--- config.mk ---
export PLATFORM = sky130hd
export DESIGN_NAME = gtd_job_fifo
export DESIGN_NICKNAME = d
export VERILOG_FILES = /design/src/design/gtd_pkg.sv /design/src/design/gtd_job_fifo.sv
export SDC_FILE = /design/constraint.sdc
export NUM_CORES = 1
export LEC_CHECK = 0
export ABC_CLOCK_PERIOD_IN_PS = 5700
export BUFFER_PORTS_ARGS = -buffer_cell sky130_fd_sc_hd__buf_4
export CAP_MARGIN = 20
export CORE_ASPECT_RATIO = 2
export CORE_MARGIN = 2
export CORE_UTILIZATION = 61
export DETAILED_ROUTE_END_ITERATION = 12
export GPL_TIMING_DRIVEN = 1
export PLACE_DENSITY = 0.84
export SETUP_SLACK_MARGIN = 0.3
export SKIP_CTS_REPAIR_TIMING = 1
export SYNTH_ARGS = -nofsm -noshare
export SYNTH_HDL_FRONTEND = slang
export SYNTH_SLANG_ARGS = --single-unit
--- constraint.sdc ---
create_clock -name clk -period 5.7 [get_ports clk]
set_input_delay 0.285 -clock clk [delete_from_list [all_inputs] [get_ports clk]]
set_output_delay 0.285 -clock clk [all_outputs]
set_load 0.03 [all_outputs]
--- src/design/gtd_pkg.sv ---
package gtd_pkg;

	localparam int MAX_BLOCK_DEF = 4096;
	localparam int QUEUE_DEPTH_DEF = 4;

	localparam int DELAY_W = 48;
	localparam int COEF_W = 18;
	localparam int BLEN_W = 13;
	localparam int SAMPLE_W = 16;
	localparam int WEIGHT_W = 17;
	localparam int LEVEL_W = 16;
	localparam int SUM_W = 32;
	localparam int MCNT_W = 16;

	localparam int ADDR_W = 4;
	localparam int DATA_W = 32;

	localparam logic [1:0] REG_COS = 2'd0;
	localparam logic [1:0] REG_SIN = 2'd1;
	localparam logic [1:0] REG_BLEN = 2'd2;

	localparam logic [BLEN_W-1:0] BLEN_RESET = 13'd4096;

	localparam logic KIND_BLOCK = 1'b0;
	localparam logic KIND_SNAP = 1'b1;

	localparam logic [LEVEL_W-1:0] LEVEL_MAX = 16'hFFFF;
	localparam logic [MCNT_W-1:0] MCNT_MAX = 16'hFFFF;

	typedef struct packed {
		logic               kind;
		logic [DELAY_W-1:0] d1;
		logic [DELAY_W-1:0] d2;
	} job_t;

	typedef struct packed {
		logic full;
		logic empty;
	} qstat_t;

endpackage

--- src/design/gtd_job_fifo.sv ---
module gtd_job_fifo
	import gtd_pkg::*;
#(
	parameter int DEPTH = QUEUE_DEPTH_DEF
) (
	input  logic   clk,
	input  logic   arst_n,
	input  logic   wr_en,
	input  job_t   wr_job,
	input  logic   rd_en,
	output job_t   rd_job,
	output qstat_t stat
);

	localparam int PTR_W = (DEPTH > 1) ? $clog2(DEPTH) : 1;
	localparam int CNT_W = $clog2(DEPTH + 1);

	job_t mem_q [DEPTH];
	logic [PTR_W-1:0] wr_ptr_q, rd_ptr_q;
	logic [CNT_W-1:0] count_q;

	assign stat.full = (count_q == CNT_W'(DEPTH));
	assign stat.empty = (count_q == '0);
	assign rd_job = mem_q[rd_ptr_q];

	always_ff @(posedge clk) begin
		if (wr_en) begin
			mem_q[wr_ptr_q] <= wr_job;
		end
	end

	always_ff @(posedge clk or negedge arst_n) begin
		if (!arst_n) begin
			wr_ptr_q <= '0;
			rd_ptr_q <= '0;
			count_q <= '0;
		end else begin
			if (wr_en) begin
				wr_ptr_q <= (wr_ptr_q == PTR_W'(DEPTH - 1)) ? '0 : wr_ptr_q + 1'b1;
			end
			if (rd_en) begin
				rd_ptr_q <= (rd_ptr_q == PTR_W'(DEPTH - 1)) ? '0 : rd_ptr_q + 1'b1;
			end
			if (wr_en && !rd_en) begin
				count_q <= count_q + 1'b1;
			end else if (rd_en && !wr_en) begin
				count_q <= count_q - 1'b1;
			end
		end
	end

endmodule

Word-level counts from Yosys, hierarchy flattened. Memory sizes are Yosys's and may differ from the RTL's. Index checks and enable logic that the tools add are counted.

Add/subtract/negate cells: 4. Eq/ne operators: 3. Mux-type cells: 6. Reduce and logical (&&, ||, !) cells: 6.

Operator list (number): $mux 3 (2); $add 2x1->2 const B (2); $eq 2x2->1 const B (2); $mux 2 (2); $add 3x1->3 const B (1); $eq 3x3->1 const B (1); $logic_not 3->1 (1); $sub 3x1->3 const B (1); $logic_and 1x1->1 (2); $logic_not 1->1 (2); $mux 1 (2); $reduce_bool 2->1 (1).

Bits in registers: 7. RAM bits: 388. Input bits: 101. Output and inout port bits: 99. Memories kept: 1.

Memory list: mem_q (words 4, bits a word 97, read ports 1, clocked after Yosys merged registers in 0, write ports 1, line gtd_job_fifo.sv:18) `job_t mem_q [DEPTH];`.

Depth between registers and ports, before layout.
Depth in word-level cells: 4. Mapped depth: 7.

Worst setup path before layout. OpenSTA, ideal clock, no wires.

Kind: flip-flop to flip-flop. From: reg wr_ptr_q[0]. To: mem mem_q[2][0] (netlist name) (enable). Setup time: 0.466 ns. Arrival: 2.867 ns. Data required time: 5.234 ns. Slack: 2.366 ns. Cell stages (with the launch flop): 4. Path buffers: 0. Cell sequence: dfrtp_1 inv_1 ha_1 and2_1.

RTL lines: from (decl) (line gtd_job_fifo.sv:19) `logic [PTR_W-1:0] wr_ptr_q, rd_ptr_q;`; from (signal assigned) (line gtd_job_fifo.sv:39) `wr_ptr_q <= (wr_ptr_q == PTR_W'(DEPTH - 1)) ? '0 : wr_ptr_q + 1'b1;`; to (decl) (line gtd_job_fifo.sv:18).

No word-level cell before the write port.

==> load_flow_metrics.sql <==
INSERT INTO impl_metrics (metric_group, metric, value, unit) VALUES
('outcome', 'status', 'finished, final reports clean', ''),
('setup_path', 'ff2ff_path_depth', '4', ''),
('clock_network', 'htree_depth', '1', ''),
('die', 'coreArea', '23230', 'um^2'),
('setup_path', 'timing_worst_setup_path_type', 'reg2out', ''),
('routing', 'wl', '29670', 'um'),
('routing', 'routed_via_density', '5.860', ''),
('routing', 'wire_per_inst', '25.42', 'um'),
('clock_network', 'clock_tree.buffer_depth', '3', ''),
('clock_network', 'cts.reportedPaths.clkPinSlew', '0.07', 'ns'),
('setup_path', 'required', '5.41', 'ns'),
('cells_and_area', 'area_growth_syn_to_layout', '26.02', '%'),
('yosys', 'postSynthAreaPerCell', '26.47', 'um^2'),
('global_routing', 'grt_pass1_vias', '7107', ''),
('cells_and_area', 'postLayoutCoreUtil', '0.7811', ''),
('setup_path', 'worstSetupPathDepth', '3', ''),
('die', 'dieHeight', '221.3', 'um'),
('global_routing', 'pin_count_of_the_biggest_net_entering_global_routing', '58', ''),
('global_routing', 'global_route.overflow_total', '0', ''),
('sta', 'hold_violations', '0', ''),
('pwr', 'power_density', '518.6', 'nW/um^2'),
('yosys', 'main_synth_ff_type', 'edfxtp_1', ''),
('die', 'starting_density_of_the_core', '0.6199', ''),
('routing', 'drt.antenna.violating_nets', '0', ''),
('yosys', 'synth_seq_cells', '395', ''),
('die', 'die_outline_area', '24920', 'um^2'),
('setup_path', 'worst_ep_arrival_time', '3.30', 'ns'),
('clock_network', 'cts_tree', 'yes', ''),
('clock_network', 'cts-buffers-inserted', '31', ''),
('sta', 'setup_total_negative_slack', '0', 'ns'),
('setup_path', 'most_frequent_cp_cell', 'buf_4', ''),
('setup_path', 'timing.critical_path.cells', 'buf_4 > mux4_2 > buf_4', ''),
('setup_path', 'worst_path_largest_cell_delay', '1.02', 'ns'),
('cells_and_area', 'layout-drive-gt1-share', '0.4018', ''),
('setup_path', 'cp-end-kind', 'output port', ''),
('yosys', 'yosysUniqueCellTypes', '21', ''),
('sta', 'max_slew_margin', '0.3795', ''),
('global_routing', 'grt_use_total', '0.2217', ''),
('place', 'numPortBuffers', '199', ''),
('yosys', 'syn_area', '14400', 'um^2'),
('sta', 'unrepaired_setup_endpoints_after_global_routing', 'false', ''),
('sta', 'final_max_slew_viol_count', '0', ''),
('sta', 'setup_viol', '0', ''),
('yosys', 'async_reset_ff_frac', '0.01772', ''),
('yosys', 'synth-edff-count', '388', ''),
('pwr', 'irDropWorstVdd', '0.5746', 'mV'),
('worst_hold_path', 'hold_class', 'in2reg', ''),
('die', 'num_io_pins', '200', ''),
('yosys', 'syn_nets', '652', ''),
('routing', 'vias', '6839', ''),
('setup_path', 'worst-path-buf-inv', '2', ''),
('clock_network', 'cts.sink_count', '395', ''),
('clock_network', 'clock-root-buffer', 'clkbuf_16', ''),
('sta', 'final_min_period_over_clock_period', '0.6290', ''),
('global_routing', 'antenna_found_initial', '3', ''),
('cells_and_area', 'final_net_count', '967', ''),
('worst_hold_path', 'holdPathStages', '2', ''),
('setup_path', 'cpLargestDelayFamily', 'flip-flops', ''),
('routing', 'detailedRoute.firstPassIterationCount', '5', ''),
('pwr', 'power.leakage', '0.006267', 'uW'),
('setup_path', 'critPathSlowestCell', 'dfrtp_4', ''),
('setup_path', 'critical_path_peak_fanout', '48', ''),
('place', 'dp_hpwl', '17530', 'um'),
('yosys', 'synthesized_instance_count', '544', ''),
('yosys', 'synth_warnings', '0', ''),
('sta', 'timing.fmax', '278.9', 'MHz'),
('routing', 'detailedRoute.firstIterationViolations', '598', ''),
('die', 'fp-row-count', '79', ''),
('sta', 'final.setup_skew', '0.01613', 'ns'),
('yosys', 'synth.yosys.seq_area_share', '0.8213', ''),
('global_routing', 'grt_pass1_wl', '41210', 'um'),
('sta', 'finalCriticalPeriod', '3.585', 'ns'),
('clock_network', 'worst_skew_pair_latency', '0.56', 'ns'),
('place', 'gp_congestion', '0.7395', ''),
('sta', 'worstMarginPinSlew', '0.9308', 'ns'),
('die', 'die_x', '112.6', 'um'),
('setup_path', 'critPathLaunchType', 'flip-flop', ''),
('flow_run', 'drv.max_cap_violation_count', '0', ''),
('routing', 'detail_route.drc_violations', '0', '');
-- cells in the mapped netlist (2+ instances only) --
master,number,area share
and2_1,4,0.0017
buf_2,6,0.0021
buf_4,7,0.0036
clkbuf_1,6,0.0016
dfrtp_1,7,0.012
edfxtp_1,388,0.81
ha_1,6,0.0052
inv_1,4,0.0010
mux2_2,3,0.0023
mux4_2,97,0.15
nand2_1,2,0.00052
nor2_1,3,0.00078
o21ai_0,2,0.00070
xor2_1,2,0.0012
-- final cells by class --
| type | instances | area (um^2) |
|---|---|---|
| Antenna cell | 3 | 7.507 |
| Clock buffer | 37 | 798.3 |
| Clock inverter | 18 | 192.7 |
| Fill cell | 1076 | 5084 |
| Inverter | 4 | 15.01 |
| Multi-Input combinational cell | 123 | 2416 |
| Sequential cell | 395 | 11830 |
| Tap cell | 283 | 354.1 |
| Timing Repair Buffer | 304 | 2527 |
-- power breakdown --
group	switching (uW)	internal, uW	leakage [uW]
logic	1900	1380	0.00214
registers	291	3730	0.00364
clock network	927	1180	0.000485
total	3120	6290	0.00627
-- cells by family after synthesis --
family                     after synthesis  share of synthesized area
DFF                                    395                     0.8213
muxes                                  100                     0.1541
buffers and inverters                   26                    0.01156
and+or+nand+nor                         11                   0.003910
adders and majority gates                7                   0.006604
xor gates and xnor gates                 3                   0.001825
AOI/OAI and AO/OA                        2                  0.0006952
-- per-stage QoR --
step / total power [uW] / cell area [um^2] / hold slack (ns) / std cells / worst slack (ns)
5_1_grt: 9729 / 18140 / 0.007493 / 1167 / 1.863
2_1_floorplan: 6226 / 14400 / -0.01059 / 544 / 2.366
6_report: 9410 / 18140 / 0.004975 / 1167 / 2.115
4_1_cts: 9421 / 17160 / -0.4907 / 1066 / 2.013
3_5_place_dp: 7324 / 16170 / 0.09903 / 1011 / 2.630
3_3_place_gp: 7219 / 16170 / 0.09748 / 1011 / 2.670
-- layout by cell type, fill, tap and decap left out, drive strengths merged, types with 2 or more instances in the layout --
cell type | netlist | routed
and2 | 4 | 4
bufinv | 0 | 4
xor2 | 2 | 2
nor2 | 3 | 3
ha | 6 | 6
inv | 4 | 5
mux2 | 3 | 3
dlygate4sd3 | 0 | 98
nand2 | 2 | 2
clkinv | 0 | 13
mux4 | 97 | 97
edfxtp | 388 | 388
buf | 16 | 206
diode | 0 | 3
clkbuf | 6 | 37
o21ai | 2 | 2
dfrtp | 7 | 7
-- layer usage --
metal  track usage  routed length, um  vias to the layer above
met5             0                  0                        -
met4       0.09874                788                        0
met3       0.03533               1326                       48
met2        0.4089              17510                      246
met1        0.2493              10040                     3574
li1              -                  -                     2971
-- registers in the layout, indices dropped and copies added, names as in the netlist --
register / flops
mem_q: 388
rd_ptr_q: 2
wr_ptr_q: 2
count_q: 3
-- final timing paths --
check | startpoint | end | slack (ns)
max | rd_ptr_q[0] | rd_job[46] | 2.11
min reg2reg | count_q[2] | count_q[2] | 0.52
min | rd_en | rd_ptr_q[0] | 0.005
max in group asynchronous | arst_n | rd_ptr_q[1] | 5.49
max reg2reg | wr_ptr_q[0] | mem_q[0][76] | 3.23
min in group asynchronous | arst_n | wr_ptr_q[1] | 0.07
Note: power is estimated with default switching activity, not from simulation.
