## src/design/gtd_pkg.sv

```systemverilog
package gtd_pkg;

	localparam int MAX_BLOCK_DEF = 4096;
	localparam int QUEUE_DEPTH_DEF = 4;

	localparam int DELAY_W = 48;
	localparam int COEF_W = 18;
	localparam int BLEN_W = 13;
	localparam int SAMPLE_W = 16;
	localparam int WEIGHT_W = 17;
	localparam int LEVEL_W = 16;
	localparam int SUM_W = 32;
	localparam int MCNT_W = 16;

	localparam int ADDR_W = 4;
	localparam int DATA_W = 32;

	localparam logic [1:0] REG_COS = 2'd0;
	localparam logic [1:0] REG_SIN = 2'd1;
	localparam logic [1:0] REG_BLEN = 2'd2;

	localparam logic [BLEN_W-1:0] BLEN_RESET = 13'd4096;

	localparam logic KIND_BLOCK = 1'b0;
	localparam logic KIND_SNAP = 1'b1;

	localparam logic [LEVEL_W-1:0] LEVEL_MAX = 16'hFFFF;
	localparam logic [MCNT_W-1:0] MCNT_MAX = 16'hFFFF;

	typedef struct packed {
		logic               kind;
		logic [DELAY_W-1:0] d1;
		logic [DELAY_W-1:0] d2;
	} job_t;

	typedef struct packed {
		logic full;
		logic empty;
	} qstat_t;

endpackage

```

## src/design/gtd_front.sv

```systemverilog
module gtd_front
	import gtd_pkg::*;
#(
	parameter int LEN_W = 13
) (
	input  logic                       clk,
	input  logic                       arst_n,
	input  logic                       push,
	output logic                       full,
	input  logic                       req_type,
	input  logic signed [SAMPLE_W-1:0] sample,
	input  logic [WEIGHT_W-1:0]        window_weight,
	input  logic signed [COEF_W-1:0]   cos_coef,
	input  logic [LEN_W-1:0]           len_eff,
	input  qstat_t                     qstat,
	output logic                       job_push,
	output job_t                       job
);

	typedef enum logic {F_IDLE, F_ADD} fstate_t;

	fstate_t state_q;
	logic [DELAY_W-1:0] d1_q, d2_q;
	logic [LEN_W-1:0] count_q;

	logic signed [42:0] pp_lo_s1;
	logic signed [41:0] pp_hi_s1;
	logic signed [33:0] x_s1;

	logic accept;
	logic signed [65:0] prod;
	logic [DELAY_W-1:0] y;
	logic blk_end;

	assign full = (state_q != F_IDLE) || qstat.full;
	assign accept = push && !full;

	always_comb begin
		prod = (66'(pp_hi_s1) <<< 24) + 66'(pp_lo_s1);
		y = prod[63:16] - d2_q + DELAY_W'(x_s1);
		blk_end = ((LEN_W + 1)'(count_q) + 1'b1) >= (LEN_W + 1)'(len_eff);
	end

	always_comb begin
		job_push = 1'b0;
		job = '0;
		if (accept && req_type) begin
			job_push = 1'b1;
			job.kind = KIND_SNAP;
		end else if (state_q == F_ADD && blk_end) begin
			job_push = 1'b1;
			job.kind = KIND_BLOCK;
			job.d1 = y;
			job.d2 = d1_q;
		end
	end

	// partial products of the recurrence, split on the delay word
	always_ff @(posedge clk) begin
		if (accept && !req_type) begin
			pp_lo_s1 <= cos_coef * $signed({1'b0, d1_q[23:0]});
			pp_hi_s1 <= cos_coef * $signed(d1_q[47:24]);
			x_s1 <= sample * $signed({1'b0, window_weight});
		end
	end

	always_ff @(posedge clk or negedge arst_n) begin
		if (!arst_n) begin
			state_q <= F_IDLE;
			d1_q <= '0;
			d2_q <= '0;
			count_q <= '0;
		end else begin
			case (state_q)
				F_IDLE: begin
					if (accept && !req_type) begin
						state_q <= F_ADD;
					end
				end
				F_ADD: begin
					if (blk_end) begin
						d1_q <= '0;
						d2_q <= '0;
						count_q <= '0;
					end else begin
						d2_q <= d1_q;
						d1_q <= y;
						count_q <= count_q + 1'b1;
					end
					state_q <= F_IDLE;
				end
				default: state_q <= F_IDLE;
			endcase
		end
	end

endmodule

```

## config.mk

```make
export PLATFORM = sky130hd
export DESIGN_NAME = gtd_front
export DESIGN_NICKNAME = d
export VERILOG_FILES = /design/src/design/gtd_pkg.sv /design/src/design/gtd_front.sv
export SDC_FILE = /design/constraint.sdc
export NUM_CORES = 2
export LEC_CHECK = 0
export BUFFER_PORTS_ARGS = -buffer_cell sky130_fd_sc_hd__buf_2
export CAP_MARGIN = 20
export CORE_MARGIN = 4
export CORE_UTILIZATION = 30
export CTS_BUF_LIST = sky130_fd_sc_hd__clkbuf_8
export DETAILED_ROUTE_END_ITERATION = 16
export GPL_TIMING_DRIVEN = 0
export PLACE_DENSITY = 0.51
export SYNTH_ARGS = -nofsm -noshare
export SYNTH_HDL_FRONTEND = slang
export SYNTH_SLANG_ARGS = --single-unit
```

## constraint.sdc

```tcl
create_clock -name clk -period 8.3 [get_ports clk]
set_input_delay 0.415 -clock clk [delete_from_list [all_inputs] [get_ports clk]]
set_output_delay 0.415 -clock clk [all_outputs]
set_load 0.01 [all_outputs]
```

# Yosys cells after proc, flatten, opt, wreduce, memory -nomap -nowiden
# Cells that the tools add are included.
totals:
  regBits: 227
  wordCells: 34
  input_bits: 70
  out_inout_bits: 99
classes:
  n_reduce_logical: 7
  n_mul: 3
  n_mux: 10
  n_lt_le_gt_ge: 1
  n_addsub: 5
  bitwise_logic: 1
op_table:
  columns: ["cell", "count"]
  rows:
  - ["two-way mux 96 bit", 2]
  - ["two-way mux 48 bit", 2]
  - ["adder 64 x 43 -> 64 bit", 1]
  - ["adder 48 bit", 1]
  - ["subtractor 48 bit", 1]
  - ["multiplier 18 x 25 -> 43 bit", 1]
  - ["multiplier 18 x 24 -> 40 bit", 1]
  - ["multiplier 16 x 18 -> 34 bit", 1]
  - ["adder 13 x 1 -> 14 bit, second input constant", 1]
  - [">= comparator 14 x 13 -> 1 bit", 1]
  - ["adder 13 x 1 -> 13 bit, second input constant", 1]
  - ["two-way mux 13 bit", 1]
  - ["logical AND 1 bit", 4]
  - ["two-way mux 1 bit", 4]
  - ["zero test 1 bit", 2]
  - ["one-hot mux 1 bit (2 select lines)", 1]
  - ["logical OR 1 bit", 1]
  - ["NOT 1 bit", 1]

# Longest topological paths before layout
depth:
  ltp_word: 6
  mapped_depth: 26
  mapped_depth_nobuf: 24

# Least setup slack after synthesis
# Ideal clock, no wire load.
synth_path:
  kind: "input-to-reg"
  startpoint: "input sample[4]"
  endpoint: "register x_s1[30], data pin"
  n_path_buf: 2
  arrival_ns: 6.268
  stages: 23
  path_slack_ns: 1.767
  setup_ns: 0.265
  required_time_ns: 8.035
  cell_sequence: "clkbuf_1 clkbuf_1 nand2_1 fa_1 inv_1 fa_1 inv_1 fa_1 fa_1 fa_1 fa_1 inv_1 ha_1 a21o_1 a31o_1 a21oi_1 a21boi_1 o41a_1 a221o_1 a21oi_2 o31a_1 and2b_1 xnor2_1"
synth_via:
  elab_chain_cells: 1
synth_rtl:
  columns: ["element", "line_no", "source"]
  rows:
  - ["start: declaration", "gtd_front.sv:11", "input logic signed [SAMPLE_W-1:0] sample,"]
  - ["multiplier 16 x 18 -> 34 bit", "gtd_front.sv:63", "x_s1 <= sample * $signed({1'b0, window_weight});"]
  - ["end signal: assignment", "gtd_front.sv:63", null]
  - ["end: declaration", "gtd_front.sv:28", "logic signed [33:0] x_s1;"]
# No other way between the ends.
# A chain may end at the register's enable or synchronous reset.

# Final worst setup path
layout_path:
  startpoint: "input cos_coef[16]"
  endpoint: "register pp_lo_s1[42], data pin"
layout_via:
  elab_chain_cells: 1
layout_rtl:
  columns: ["element", "line_no", "source"]
  rows:
  - ["start: declaration", "gtd_front.sv:13", "input logic signed [COEF_W-1:0] cos_coef,"]
  - ["multiplier 18 x 25 -> 43 bit", "gtd_front.sv:61", "pp_lo_s1 <= cos_coef * $signed({1'b0, d1_q[23:0]});"]
  - ["end signal: assignment", "gtd_front.sv:61", null]
  - ["end: declaration", "gtd_front.sv:26", "logic signed [42:0] pp_lo_s1;"]
# No other way between the ends.

==> summary.txt <==
Clock network
  – CTS sink count: 211
  – TritonCTS buffer count: 37
  – Clk_lat worst skew: roughly 600 ps
  – CTS tree: built
  – CTS max path bufs: 3
  – Clock root cell: clkbuf_8
  – H-tree levels: 2
  – Worst-path clk slew: around 70 ps
  – Setup bufs post-CTS: 0

Timing
  – Worst-margin pin slew: 1210 ps
  – Fmax: 0.124 GHz
  – # setup viols final: 0
  – Max_slew headroom: 19.0%
  – Minimum clock period: 8060 ps
  – Final Cycle Share: 97.1%
  – Clock skew: between 40 and 50 ps
  – Max Slew Vio Count: 0
  – Final hold violation count: 0
  – RSZ-0062 raised after global routing: no

Die
  – Die Y-Extent: 425 um
  – Std cell rows: roughly 150
  – Placeable Area: 0.172 mm2
  – IO Pins: roughly 170
  – Initial Util: a little under a third
  – Die area: 0.180 mm2
  – Die width: 425 um

Route
  – Post-route antenna net violation count: 0
  – Via count: 40243
  – Vias per Instance: 4.81
  – DR iter-0 viols: 2834
  – DR WL/cell: 22.1 um
  – DRC viols: 0
  – DR pass1 iterations: 6
  – Final wirelength: 185000 um

Synthesis
  – Mapped Area: about 0.052 mm2
  – Top cell type's share of synthesized area: 39.1%
  – FF+latch count, synth: ~210
  – Synthesized area per cell: ~9 um2
  – Cell taking the most area after synthesis: fa_1
  – Yosys warns: 0
  – Post-synth top flop: dfrtp_1
  – Top post-synthesis cells by area: fa_1, ha_1, inv_1
  – Sequential-to-total area share from yosys stat: 11.1%
  – Fraction of registers with async set/reset: about 52%
  – Distinct cells, synth: 81
  – Syn nets: roughly 7400
  – Syn Inst Count: 5812
  – Post-synth EDFFs: 101

Critical path
  – Critical Path RT: 8640 ps
  – Worst-path fanout max: 10
  – Worst Path Class, Setup: in -> reg
  – CP Data Arrival Time: roughly 8400 ps
  – Critical Path Start Type: input port
  – Worst setup EP type: flop

Cells and area
  – Layout cell share with drive strength beyond 1: between 4 and 5%
  – Commonest non-fill, non-tap cell in the layout: inv_1
  – Most frequent cells in the layout: inv_1, fa_1, nand2_1
  – Nets: 7568
  – Syn-to-layout area delta: 9.02%
  – Utilization after layout: 33.0%
  – Fillers: about 18000

Placement
  – IO buf count: 146
  – DP Wirelength: 155000 um
  – Routability cong.: ~0.94

Global routing
  – Vias in the first global route: approximately 43000
  – Largest net degree at the start of global routing: 77
  – Congestion Overflow GR: 0
  – Global-route wire length before repair: 278000 um
  – Initial antenna violation count: 13
  – Total GRT Usage: 20.6%

Hold path
  – Hold Path Class: in -> reg

Outcome
  – Outcome: complete, no violations

Flow run
  – Max-cap violations: 0
synth_stat cells (8+ instances only):
library cell,n
a211o_1,8
a211oi_1,19
a21boi_0,9
a21o_1,93
a21oi_1,149
a31oi_1,11
and2_1,421
and3_1,71
and4_1,8
clkbuf_1,275
dfrtp_1,110
edfxtp_1,101
fa_1,1018
ha_1,467
inv_1,1311
nand2_1,789
nand2b_1,58
nand3_1,68
nand4_1,20
nor2_1,175
nor2b_1,22
nor3_1,49
o211ai_1,18
o21a_1,18
o21ai_0,101
o21ai_1,14
o21bai_1,29
o2bb2ai_1,43
o31ai_1,17
xnor2_1,134
xor2_1,56
registers in the layout, summed over array words and instances, names as in the netlist:
register  flops
state_q       1
x_s1         34
pp_hi_s1     40
count_q      13
pp_lo_s1     27
d1_q         48
d2_q         48
layout make-up:
cell class / count / area [um2] / area share [%]
multi-input cells: 4003 / 40300 / 71.0
flip-flops and latches: 211 / 5790 / 10.2
inverters: 1313 / 4930 / 8.68
well taps: 2310 / 2890 / 5.09
plain buffers: 285 / 1080 / 1.90
repair buffers: 162 / 1020 / 1.80
clock buffers: 39 / 537 / 0.946
clock inverters: 28 / 216 / 0.381
diodes: 8 / 20.0 / 0.0353
layer usage:
layer | share of wire [%] | global-route usage [%] | wire [um] | up-vias
met5 | 0.0070 | 0 | 13 | -
met4 | 4.9 | 8.11 | 9010 | 2
met3 | 6.9 | 2.80 | 12800 | 304
met2 | 46 | 34.0 | 85400 | 1442
met1 | 42 | 27.4 | 77600 | 20408
li1 | - | - | - | 18087
kinds of logic after synthesis:
| kind of cell | Yosys count | synth area share [%] |
|---|---|---|
| simple gates | 1717 | 15.8 |
| buf+inv | 1598 | 11.5 |
| fa+ha+maj | 1485 | 50.4 |
| compound gates | 609 | 7.92 |
| flops | 211 | 11.1 |
| xor+xnor | 190 | 3.20 |
| mux | 2 | 0.0385 |
critical path: stages:
cell and delay, ps:
buf_2 120, clkbuf_1 720, clkbuf_1 840, nand2_1 170
fa_1 540, fa_1 500, inv_1 50, fa_1 440
fa_1 460, fa_1 520, inv_1 50, fa_1 470
inv_1 40, ha_1 320, a21o_1 190, a21o_1 170
a221oi_1 730, o21ai_1 140, a21oi_2 320, a2bb2oi_1 330
a31oi_1 230, a211o_1 330, a21oi_1 180, xnor2_1 80
stage by stage:
step / hold slack [ps] / TNS, ps / setup slack [ps] / cells / cell area [um2]
2_1_floorplan: 119 / 0 / 1770 / 5812 / 52100
3_3_place_gp: 480 / -1130 / -242 / 8268 / 55700
3_5_place_dp: 343 / -1340 / -303 / 8281 / 56000
4_1_cts: 40.5 / 0 / 89.1 / 8349 / 56700
5_1_grt: 80.9 / 0 / 10.2 / 8352 / 56700
6_report: 68.8 / 0 / 237 / 8359 / 56800
path summary, 6_finish.rpt:
path                                    from           end  slack (ps)  cells after the start
min in group asynchronous             arst_n    count_q[5]         280                      2
worst min register to register       d2_q[0]       d2_q[0]         510                      1
worst min-delay path                req_type       state_q          70                      2
worst max register to register       d1_q[1]  pp_lo_s1[42]         380                     23
worst max-delay path            cos_coef[16]  pp_lo_s1[42]         240                     24
max in group asynchronous             arst_n      d1_q[19]        7230                      3
repair_timing:
action	in CTS	in global routing
setup endpoints to repair	0	8
resized for setup	0	3
hold buffers	1	0
endpoints found under the hold margin	34	0
Power is not shown: default switching activity piles up to over one toggle a cycle in this logic, so the estimate is an artifact.
