File: src/design/gtd_pkg.sv
package gtd_pkg;

	localparam int MAX_BLOCK_DEF = 4096;
	localparam int QUEUE_DEPTH_DEF = 4;

	localparam int DELAY_W = 48;
	localparam int COEF_W = 18;
	localparam int BLEN_W = 13;
	localparam int SAMPLE_W = 16;
	localparam int WEIGHT_W = 17;
	localparam int LEVEL_W = 16;
	localparam int SUM_W = 32;
	localparam int MCNT_W = 16;

	localparam int ADDR_W = 4;
	localparam int DATA_W = 32;

	localparam logic [1:0] REG_COS = 2'd0;
	localparam logic [1:0] REG_SIN = 2'd1;
	localparam logic [1:0] REG_BLEN = 2'd2;

	localparam logic [BLEN_W-1:0] BLEN_RESET = 13'd4096;

	localparam logic KIND_BLOCK = 1'b0;
	localparam logic KIND_SNAP = 1'b1;

	localparam logic [LEVEL_W-1:0] LEVEL_MAX = 16'hFFFF;
	localparam logic [MCNT_W-1:0] MCNT_MAX = 16'hFFFF;

	typedef struct packed {
		logic               kind;
		logic [DELAY_W-1:0] d1;
		logic [DELAY_W-1:0] d2;
	} job_t;

	typedef struct packed {
		logic full;
		logic empty;
	} qstat_t;

endpackage

File: src/design/gtd_back.sv
module gtd_back
	import gtd_pkg::*;
#(
	parameter int LEN_W = 13
) (
	input  logic                     clk,
	input  logic                     arst_n,
	input  job_t                     job,
	input  qstat_t                   qstat,
	output logic                     job_pop,
	input  logic signed [COEF_W-1:0] cos_coef,
	input  logic signed [COEF_W-1:0] sin_coef,
	input  logic [LEN_W-1:0]         len_eff,
	output logic                     empty,
	input  logic                     pop,
	output logic                     result_kind,
	output logic [LEVEL_W-1:0]       level
);

	localparam int DIV_W = (LEN_W > MCNT_W) ? LEN_W : MCNT_W;
	localparam int ACC_W = 92;
	localparam logic [5:0] SQRT_LAST = 6'd45;
	localparam logic [5:0] DIV_LAST = 6'd31;

	// multiply schedule: two products against the delay, then two squares
	localparam logic [3:0] ST_P1_LO = 4'd0;
	localparam logic [3:0] ST_P1_HI = 4'd1;
	localparam logic [3:0] ST_P2_LO = 4'd2;
	localparam logic [3:0] ST_P2_HI = 4'd3;
	localparam logic [3:0] ST_R_LL = 4'd4;
	localparam logic [3:0] ST_R_HL = 4'd5;
	localparam logic [3:0] ST_R_HH = 4'd6;
	localparam logic [3:0] ST_I_LL = 4'd7;
	localparam logic [3:0] ST_I_HL = 4'd8;
	localparam logic [3:0] ST_I_HH = 4'd9;

	typedef enum logic [3:0] {
		B_IDLE, B_MUL, B_ACC, B_RE, B_IM, B_ABS, B_SQRT, B_DIV, B_DONE
	} bstate_t;

	bstate_t state_q;
	logic kind_q;
	logic [DELAY_W-1:0] d1m_q;
	logic d1neg_q;
	logic signed [DELAY_W-1:0] d2_q;
	logic [COEF_W-1:0] cm_q, sm_q;
	logic cneg_q, sneg_q;
	logic [3:0] step_q;
	logic [47:0] prod_q;
	logic [ACC_W-1:0] acc_q;
	logic signed [49:0] re_q, im_q;
	logic [44:0] ar_q, ai_q;
	logic [47:0] rem_q;
	logic [45:0] root_q;
	logic [5:0] iter_q;
	logic [SUM_W-1:0] dvd_q;
	logic [DIV_W-1:0] dvs_q;
	logic [DIV_W-1:0] drem_q;
	logic [LEVEL_W-1:0] lev_q;
	logic [SUM_W-1:0] sum_q;
	logic [MCNT_W-1:0] cnt_q;
	logic [LEVEL_W-1:0] avg_q;
	logic out_valid_q, out_kind_q;
	logic [LEVEL_W-1:0] out_level_q;

	logic [23:0] opa, opb;
	logic [5:0] sh;
	logic signed [66:0] sp1, sp2;
	logic signed [49:0] re_n, im_n;
	logic [49:0] are, aim;
	logic [49:0] rem_n, trial;
	logic rbit;
	logic [45:0] root_n;
	logic [DIV_W:0] drem_n;
	logic qbit;
	logic [SUM_W-1:0] quo;
	logic load_out;

	assign empty = !out_valid_q;
	assign result_kind = out_kind_q;
	assign level = out_level_q;
	assign job_pop = (state_q == B_IDLE) && !qstat.empty;
	assign load_out = (state_q == B_DONE) && (!out_valid_q || pop);

	always_comb begin
		opa = '0;
		opb = '0;
		sh = '0;
		case (step_q)
			ST_P1_LO: begin opa = 24'(cm_q); opb = d1m_q[23:0]; sh = 6'd0; end
			ST_P1_HI: begin opa = 24'(cm_q); opb = d1m_q[47:24]; sh = 6'd24; end
			ST_P2_LO: begin opa = 24'(sm_q); opb = d1m_q[23:0]; sh = 6'd0; end
			ST_P2_HI: begin opa = 24'(sm_q); opb = d1m_q[47:24]; sh = 6'd24; end
			ST_R_LL: begin opa = ar_q[23:0]; opb = ar_q[23:0]; sh = 6'd0; end
			ST_R_HL: begin opa = 24'(ar_q[44:24]); opb = ar_q[23:0]; sh = 6'd25; end
			ST_R_HH: begin opa = 24'(ar_q[44:24]); opb = 24'(ar_q[44:24]); sh = 6'd48; end
			ST_I_LL: begin opa = ai_q[23:0]; opb = ai_q[23:0]; sh = 6'd0; end
			ST_I_HL: begin opa = 24'(ai_q[44:24]); opb = ai_q[23:0]; sh = 6'd25; end
			ST_I_HH: begin opa = 24'(ai_q[44:24]); opb = 24'(ai_q[44:24]); sh = 6'd48; end
			default: begin opa = '0; opb = '0; sh = '0; end
		endcase
	end

	always_comb begin
		// floor division of a sign-magnitude product
		sp1 = (cneg_q ^ d1neg_q) ? -$signed({1'b0, acc_q[65:0]}) : $signed({1'b0, acc_q[65:0]});
		sp2 = (sneg_q ^ d1neg_q) ? -$signed({1'b0, acc_q[65:0]}) : $signed({1'b0, acc_q[65:0]});
		re_n = 50'(sp1 >>> 17) - 50'(d2_q);
		im_n = 50'(sp2 >>> 16);
		are = re_q[49] ? 50'(-re_q) : 50'(re_q);
		aim = im_q[49] ? 50'(-im_q) : 50'(im_q);

		rem_n = {rem_q, acc_q[ACC_W-1 -: 2]};
		trial = {2'b00, root_q, 2'b01};
		rbit = (rem_n >= trial);
		root_n = {root_q[44:0], rbit};

		drem_n = {drem_q, dvd_q[SUM_W-1]};
		qbit = (drem_n >= {1'b0, dvs_q});
		quo = {dvd_q[SUM_W-2:0], qbit};
	end

	always_ff @(posedge clk) begin
		case (state_q)
			B_IDLE: begin
				if (!qstat.empty) begin
					kind_q <= job.kind;
					d1m_q <= job.d1[DELAY_W-1] ? -job.d1 : job.d1;
					d1neg_q <= job.d1[DELAY_W-1];
					d2_q <= job.d2;
					cm_q <= cos_coef[COEF_W-1] ? -cos_coef : cos_coef;
					cneg_q <= cos_coef[COEF_W-1];
					sm_q <= sin_coef[COEF_W-1] ? -sin_coef : sin_coef;
					sneg_q <= sin_coef[COEF_W-1];
					acc_q <= '0;
					step_q <= ST_P1_LO;
					lev_q <= avg_q;
					dvd_q <= sum_q;
					dvs_q <= DIV_W'(cnt_q);
					drem_q <= '0;
					iter_q <= '0;
				end
			end
			B_MUL: prod_q <= opa * opb;
			B_ACC: begin
				acc_q <= acc_q + (ACC_W'(prod_q) << sh);
				step_q <= step_q + 1'b1;
				rem_q <= '0;
				root_q <= '0;
				iter_q <= '0;
			end
			B_RE: begin
				re_q <= re_n;
				acc_q <= '0;
			end
			B_IM: im_q <= im_n;
			B_ABS: begin
				ar_q <= are[44:0];
				ai_q <= aim[44:0];
				acc_q <= '0;
				lev_q <= LEVEL_MAX;
			end
			B_SQRT: begin
				rem_q <= rbit ? 48'(rem_n - trial) : rem_n[47:0];
				root_q <= root_n;
				acc_q <= acc_q << 2;
				iter_q <= iter_q + 1'b1;
				if (iter_q == SQRT_LAST) begin
					dvd_q <= SUM_W'(root_n[45:16]);
					dvs_q <= DIV_W'(len_eff);
					drem_q <= '0;
					iter_q <= '0;
				end
			end
			B_DIV: begin
				drem_q <= qbit ? DIV_W'(drem_n - {1'b0, dvs_q}) : drem_n[DIV_W-1:0];
				dvd_q <= quo;
				iter_q <= iter_q + 1'b1;
				if (iter_q == DIV_LAST) begin
					if (kind_q == KIND_BLOCK && quo[SUM_W-1:LEVEL_W] != '0) begin
						lev_q <= LEVEL_MAX;
					end else begin
						lev_q <= quo[LEVEL_W-1:0];
					end
				end
			end
			default: ;
		endcase
	end

	always_ff @(posedge clk or negedge arst_n) begin
		if (!arst_n) begin
			state_q <= B_IDLE;
			sum_q <= '0;
			cnt_q <= '0;
			avg_q <= '0;
			out_valid_q <= 1'b0;
			out_kind_q <= KIND_BLOCK;
			out_level_q <= '0;
		end else begin
			if (out_valid_q && pop && !load_out) begin
				out_valid_q <= 1'b0;
			end
			case (state_q)
				B_IDLE: begin
					if (!qstat.empty) begin
						if (job.kind == KIND_BLOCK) begin
							state_q <= B_MUL;
						end else if (cnt_q == '0) begin
							state_q <= B_DONE;
						end else begin
							state_q <= B_DIV;
						end
					end
				end
				B_MUL: state_q <= B_ACC;
				B_ACC: begin
					case (step_q)
						ST_P1_HI: state_q <= B_RE;
						ST_P2_HI: state_q <= B_IM;
						ST_I_HH: state_q <= B_SQRT;
						default: state_q <= B_MUL;
					endcase
				end
				B_RE: state_q <= B_MUL;
				B_IM: state_q <= B_ABS;
				B_ABS: begin
					if (are[49:45] != '0 || aim[49:45] != '0) begin
						state_q <= B_DONE;
					end else begin
						state_q <= B_MUL;
					end
				end
				B_SQRT: begin
					if (iter_q == SQRT_LAST) begin
						state_q <= B_DIV;
					end
				end
				B_DIV: begin
					if (iter_q == DIV_LAST) begin
						state_q <= B_DONE;
					end
				end
				B_DONE: begin
					if (load_out) begin
						out_valid_q <= 1'b1;
						out_kind_q <= kind_q;
						out_level_q <= lev_q;
						if (kind_q == KIND_SNAP) begin
							avg_q <= lev_q;
							sum_q <= '0;
							cnt_q <= '0;
						end else if (cnt_q != MCNT_MAX) begin
							sum_q <= sum_q + SUM_W'(lev_q);
							cnt_q <= cnt_q + 1'b1;
						end
						state_q <= B_IDLE;
					end
				end
				default: state_q <= B_IDLE;
			endcase
		end
	end

endmodule

File: config.mk
export PLATFORM = sky130hd
export DESIGN_NAME = gtd_back
export DESIGN_NICKNAME = d
export VERILOG_FILES = /design/src/design/gtd_pkg.sv /design/src/design/gtd_back.sv
export SDC_FILE = /design/constraint.sdc
export NUM_CORES = 2
export LEC_CHECK = 0
export BUFFER_PORTS_ARGS = -buffer_cell sky130_fd_sc_hd__clkbuf_2
export CAP_MARGIN = 20
export CELL_PAD_IN_SITES_DETAIL_PLACEMENT = 2
export CELL_PAD_IN_SITES_GLOBAL_PLACEMENT = 2
export CORE_ASPECT_RATIO = 1.25
export CORE_UTILIZATION = 43
export CTS_BUF_LIST = sky130_fd_sc_hd__clkbuf_8
export DETAILED_ROUTE_END_ITERATION = 8
export PLACE_DENSITY_LB_ADDON = 0.1
export SLEW_MARGIN = 20
export SYNTH_ARGS = -nofsm -noshare
export SYNTH_HDL_FRONTEND = slang
export SYNTH_SLANG_ARGS = --single-unit
File: constraint.sdc
create_clock -name clk -period 12.92 [get_ports clk]
set_input_delay 1.938 -clock clk [delete_from_list [all_inputs] [get_ports clk]]
set_output_delay 1.938 -clock clk [all_outputs]
set_load 0.01 [all_outputs]
* Word level (Yosys, flattened, before mapping)
Cells that the tools add are included. W data, S select, Z words.
Word-level totals: input bits 151, logic and storage cells 174, flip-flop bits (word level) 736, output and inout port bits 19
Operators by class: bitwise gates (word level) 4, shifts and indexed selects 1, order comparisons 2, multipliers 1, muxes and demuxes 50, equal/unequal tests 24, reductions and logical operators 46, $add $sub $neg 14
Operator list (number):
- $pmux W92 S4 | 1
- $pmux W24 S6 | 2
- $mux W16 | 10
- $mux W32 | 4
- $mux W50 | 2
- $neg A50 Y50 | 2
- $pmux W16 S3 | 2
- $pmux W32 S3 | 1
- $pmux W48 S2 | 1
- $add A92 B92 Y92 | 1
- $mux W92 | 1
- $pmux W46 S2 | 1
- $shl A48 B6 Y92 | 1
- $mux W67 | 1
- $neg A66 Y67 | 1
- $mux W66 | 1
- $ge A50 B48 Y1 | 1
- $sub A50 B48 Y50 | 1
- $mul A24 B24 Y48 | 1
- $mux W48 | 1
- $neg A48 Y48 | 1
- $sub A48 B48 Y48 | 1
- $mux W47 | 1
- $neg A18 Y18 | 2
- other kinds (40) | 101

* Logic depth before layout (Yosys ltp)
depth after elaboration 8, gate-level depth with buffers 38, gate-level depth less buffers 34

* Worst setup path after synthesis
OpenSTA, ideal clock, no wires.
kind register to register, start register step_q[1], end register prod_q[43], data pin, data required time 12.661 ns, arrival 8.952 ns, cell stages (with the launch flop) 35, slack 3.709 ns, setup time 0.259 ns, period minus slack after synthesis 9.211 ns, path buffers 4, cells stage by stage edfxtp_1 inv_1 ha_1 clkbuf_1 nor2_1 nor3_1 clkbuf_1 a221o_1 clkbuf_1 buf_1 nand2_1 fa_1 inv_1 fa_1 inv_1 fa_1 inv_1 fa_1 fa_1 fa_1 inv_1 fa_1 inv_1 ha_1 a21oi_1 o21ai_0 a21o_1 a21o_1 or3b_2 a221o_1 a21oi_1 o31ai_1 a31oi_1 o21ai_0 xnor2_1
On the way: longest elaborated chain between the ends 4, elaborated cells on any way between the ends 21, classes of those cells 1 x mul; 9 x eq/ne; 2 x mux; 9 x reduce/logical
RTL lines:
- from (decl) | RTL line gtd_back.sv:48 | logic [3:0] step_q;
- from (signal assigned) | RTL line gtd_back.sv:147 | step_q <= step_q + 1'b1;
- $eq A4 B4 Y1 (tied with other cells) | RTL line gtd_back.sv:89 | case (step_q)
- $reduce_or A2 Y1 (no line)
- $pmux W24 S6 | RTL line gtd_back.sv:89
- $mul A24 B24 Y48 (*) | RTL line gtd_back.sv:144 | B_MUL: prod_q <= opa * opb;
- to (signal assigned) | RTL line gtd_back.sv:144
- to (decl) | RTL line gtd_back.sv:49 | logic [47:0] prod_q;
Every way passes the cells marked *; elsewhere a longest branch is shown, timed or not. A chain may end at the register's enable or synchronous reset.

* Worst setup path after layout
start register step_q[2], end register prod_q[43], data pin
The elaborated chain is that of the path after synthesis.

==> results.md <==
Critical path:
- The launching element of the worst setup path is step_q[2]$_SDFFCE_PN0P_.
- The depth of the worst register-to-register path is 33.
- For flop-to-flop paths, the worst setup slack is between 1.5 and 2 ns.
- The peak fanout along the critical path is 26.
- The category of the worst setup path launch point is a flop.
- In this design, the stage delay of the slowest critical-path cell is approximately 0.8 ns.
- The reg-to-reg critical path startpoint is step_q[2]$_SDFFCE_PN0P_.
- The largest individual stage delay along the critical path comes from the cell and2_1.
- The endpoint identified for the worst register-to-register timing path is prod_q[43]$_DFFE_PP_.
- The most frequent cell on the critical path is fa_1.
- The critical path endpoint category is a flop.
- The endpoint required time on the critical path is between 10 and 15 ns.
- At the worst endpoint, the arrival time is 11.63 ns.
- The critical path capture point is prod_q[43]$_DFFE_PP_.
- The category of the critical setup timing path is reg -> reg.

Synthesis:
- The xor/xnor cell area share of the yosys netlist is 0.0727.
- The cell count after synthesis is between 6000 and 7000.
- Of the total synthesized cell area, the portion taken by AND, OR, NAND and NOR gates is 0.139.
- The adder-cell share of the synthesized area is 0.226.
- In this run the cell area of the synthesized design comes to between 0.06 and 0.07 mm2.
- The fraction of synthesized area in multiplexers is 0.0124.
- The most frequently used flop master after synthesis is edfxtp_1.
- The count of flip-flops with a built-in enable after synthesis is 650.
- When the netlist entered floorplanning its net count stood at between 8000 and 9000.
- The share of synthesized registers carrying an async set or reset is 0.117.
- Averaged over all synthesized cells, the footprint is approximately 9.4 um2.
- The largest family of logic cells by synthesized area is adder cells.
- The distinct cell type count after synthesis is 80.
- The complex-gate fraction of the synthesized area is 0.152.
- The portion of the post-synthesis area used by sequential elements is 0.331.
- The synthesized design contains between 700 and 800 register bits.
- The yosys synthesis warning count is 0.

Placement:
- The last weighted congestion value of the routability-driven placer is slightly below 1.
- After legalization and detailed placement, the total HPWL measured 206000 um.
- Port buffering added about 170 buffers.

Route:
- After detailed routing, the number of remaining DRC violations is 0.
- The final route contains around 55000 vias.
- After detailed routing, the average wire length per cell comes to 28.5 um.
- For this block, the routed nets add up to about 260000 um of wire.
- The detailed router's first-iteration violation count is about 3800.
- The number of detailed-route iterations in the first pass is 9.
- Using the TritonRoute via totals, the vias-per-cell ratio works out to around 6.
- The number of nets with antenna violations after routing is 0.

Global route:
- The global routing met1 resource utilization is 0.384.
- The number of antenna violations at the first check in global routing is 13.
- The first global-routing pass estimated about 390000 um of wire.
- The global-route congestion overflow total is 0.
- In the global route stage, met3 resource usage came out at 0.0519.
- For met2 alone, demand over resource in global routing was 0.606.
- The number of global-route vias before repair is just over 60000.
- The most utilized layer in the global route result is met2.
- The total routing resource utilization after global routing is 0.343.
- Entering global routing, the biggest net connects 87 pins.

Die:
- The number of core rows is ~160.
- The die area is 0.154 mm2.
- In this run the standard cell core region covers ~0.15 mm2.
- Pin placement for this block handled 170 I/O pins.
- For this configuration, the core starts out at a cell density of 0.435.
- Measured along the x axis, the die boundary spans between 300 and 400 um.
- The die height is 438 um.

Clock network:
- The clock-pin slew on the worst setup and hold paths is ~0.07 ns.
- The root buffer cell chosen for the clock tree is clkbuf_8.
- The insertion delay of the later-clocked pin in the worst-skew pair is a little over 0.9 ns.
- The maximum number of buffers from clock root to sink is 3.
- TritonCTS built the clock tree.
- The H-tree level count is 4.
- The clock sink count is 736.
- Counting the buffers created by CTS gives 140.
- The total setup buffers inserted after CTS is 0.
- The post-cts gate resize count is 0.
- In this run, post-CTS hold repair placed 0 buffers.

STA:
- The largest clock skew in the final design is 0.0647 ns.
- The final critical-path share of the clock period is 0.853.
- The final number of setup-violating endpoints is 0.
- In the final timing run, aggregate negative setup slack is 0 ns.
- For the pin with the worst max-slew slack, the measured transition is about 1.1 ns.
- The top achievable clock speed is slightly above 0.09 GHz.
- Measured against its own limit, the worst slew margin works out to 0.239.
- Setup repair after global routing left no endpoint under its margin.
- The worst hold slack across all endpoints is about 0.48 ns.
- The final hold violation count is 0.
- The clock period minus final worst setup slack is between 10 and 15 ns.
- The final max-slew violation count came to 0.

Finish:
- The area added between synthesis and finish is 9.52%.
- Leaving out fill and tap cells, the most frequent cells in the layout are 910 x nand2_1, 881 x inv_1, 650 x edfxtp_1, 529 x nor2_1, 486 x fa_1.
- Of the cells placed in the final design, the portion with a size suffix greater than 1 is 0.0875.
- The final net count is 8149.
- Leaving out fill and tap cells, the most frequent cell in the layout is nand2_1.

Run status:
- The flow ran to the end, and the final reports show no timing, DRC or antenna violations.

Job:
- The tool flagged a number of max-cap violations equal to 0.

Worst hold path:
- The worst hold-check path type is reg -> reg.
-- registers in the layout, indices dropped and copies added (netlist names), 46 cells and up --
register / cells
im_q: 50
acc_q: 92
re_q: 50
d1m_q: 48
rem_q: 48
d2_q: 48
root_q: 46
prod_q: 48
-- final cells by class --
type	instances	area, um2
Fill cell	16200	79000
Multi-Input combinational cell	5066	39700
Sequential cell	736	21700
Inverter	844	3170
Tap cell	2012	2520
Clock buffer	147	2020
Timing Repair Buffer	317	1980
Clock inverter	103	706
Antenna cell	6	15.0
-- how the worst min path moves through the flow --
stage                             from                 endpoint  slack, ns  depth (start not counted)
6_report       result_kind$_DFFE_PN0P_  result_kind$_DFFE_PN0P_       0.48                          1
5_1_grt           level[1]$_DFFE_PN0P_     level[1]$_DFFE_PN0P_       0.53                          1
4_1_cts        result_kind$_DFFE_PN0P_  result_kind$_DFFE_PN0P_       0.49                          1
3_5_place_dp   result_kind$_DFFE_PN0P_  result_kind$_DFFE_PN0P_       0.47                          1
3_3_place_gp   result_kind$_DFFE_PN0P_  result_kind$_DFFE_PN0P_       0.46                          1
2_1_floorplan     sum_q[2]$_DFFE_PN0P_     sum_q[2]$_DFFE_PN0P_       0.47                          2
-- logic make-up (layout without fill, tap and decap cells) --
family / count (synthesis) / count (layout)
and+or+nand+nor: 2038 / 2038
AOI/OAI and AO/OA: 1514 / 1514
buffers and inverters: 1168 / 1411
adders and majority gates: 893 / 893
DFF: 736 / 736
xor gates and xnor gates: 544 / 544
muxes: 77 / 77
other: 0 / 6
-- metal layers --
metal	part of all wire	routed length, um
met1	0.37	97200
met2	0.51	133000
met3	0.051	13400
met4	0.074	19400
met5	0.000088	23
-- stage by stage --
step	setup WS [ns]	std cells	utilization	instance area, um2
2_1_floorplan	3.71	6970	-	65500
3_3_place_gp	2.46	8973	0.457	69000
3_5_place_dp	2.11	8974	0.458	69000
4_1_cts	2.06	9224	0.476	71700
5_1_grt	1.53	9227	0.476	71800
6_report	1.90	9231	0.476	71800
-- synth_stat cells (26+ instances only) --
cell type  number  share of area
a21o_1        170          0.019
a21oi_1       386          0.029
a221o_1        30         0.0046
a221oi_1       69         0.0092
a222oi_1       42         0.0064
a22o_1         29         0.0039
a22oi_1        52         0.0060
a31oi_1        33         0.0032
and2_1         36         0.0034
and3_1         56         0.0053
clkbuf_1      309          0.018
dfrtp_1        86          0.033
edfxtp_1      650           0.30
fa_1          486           0.15
ha_1          407          0.078
inv_1         844          0.048
mux2_2         34         0.0058
mux2i_1        43         0.0066
nand2_1       911          0.052
nand2b_1       37         0.0035
nand3_1        72         0.0055
nand4_1        70         0.0067
nor2_1        536          0.031
nor2b_1        36         0.0034
nor3_1         88         0.0067
nor4_1         28         0.0027
o21a_1         26         0.0030
o21ai_0       350          0.027
o21bai_1       56         0.0064
o31ai_1        81         0.0093
o41ai_1        26         0.0035
or3_1          61         0.0058
or4_1          34         0.0039
xnor2_1       388          0.052
xor2_1        156          0.021
-- critical path, delay by kind of cell (launching register included) --
family / cells / cell delay, ns
compound gates: 9 / 2.86
buf+inv: 8 / 0.90
fa+ha+maj: 8 / 4.09
xor+xnor: 1 / 0.18
flops: 1 / 0.55
simple gates: 7 / 2.13
Power is left out: the tool's default activity adds up to more than one toggle a clock period on the data nets, which glitch-free logic cannot reach.
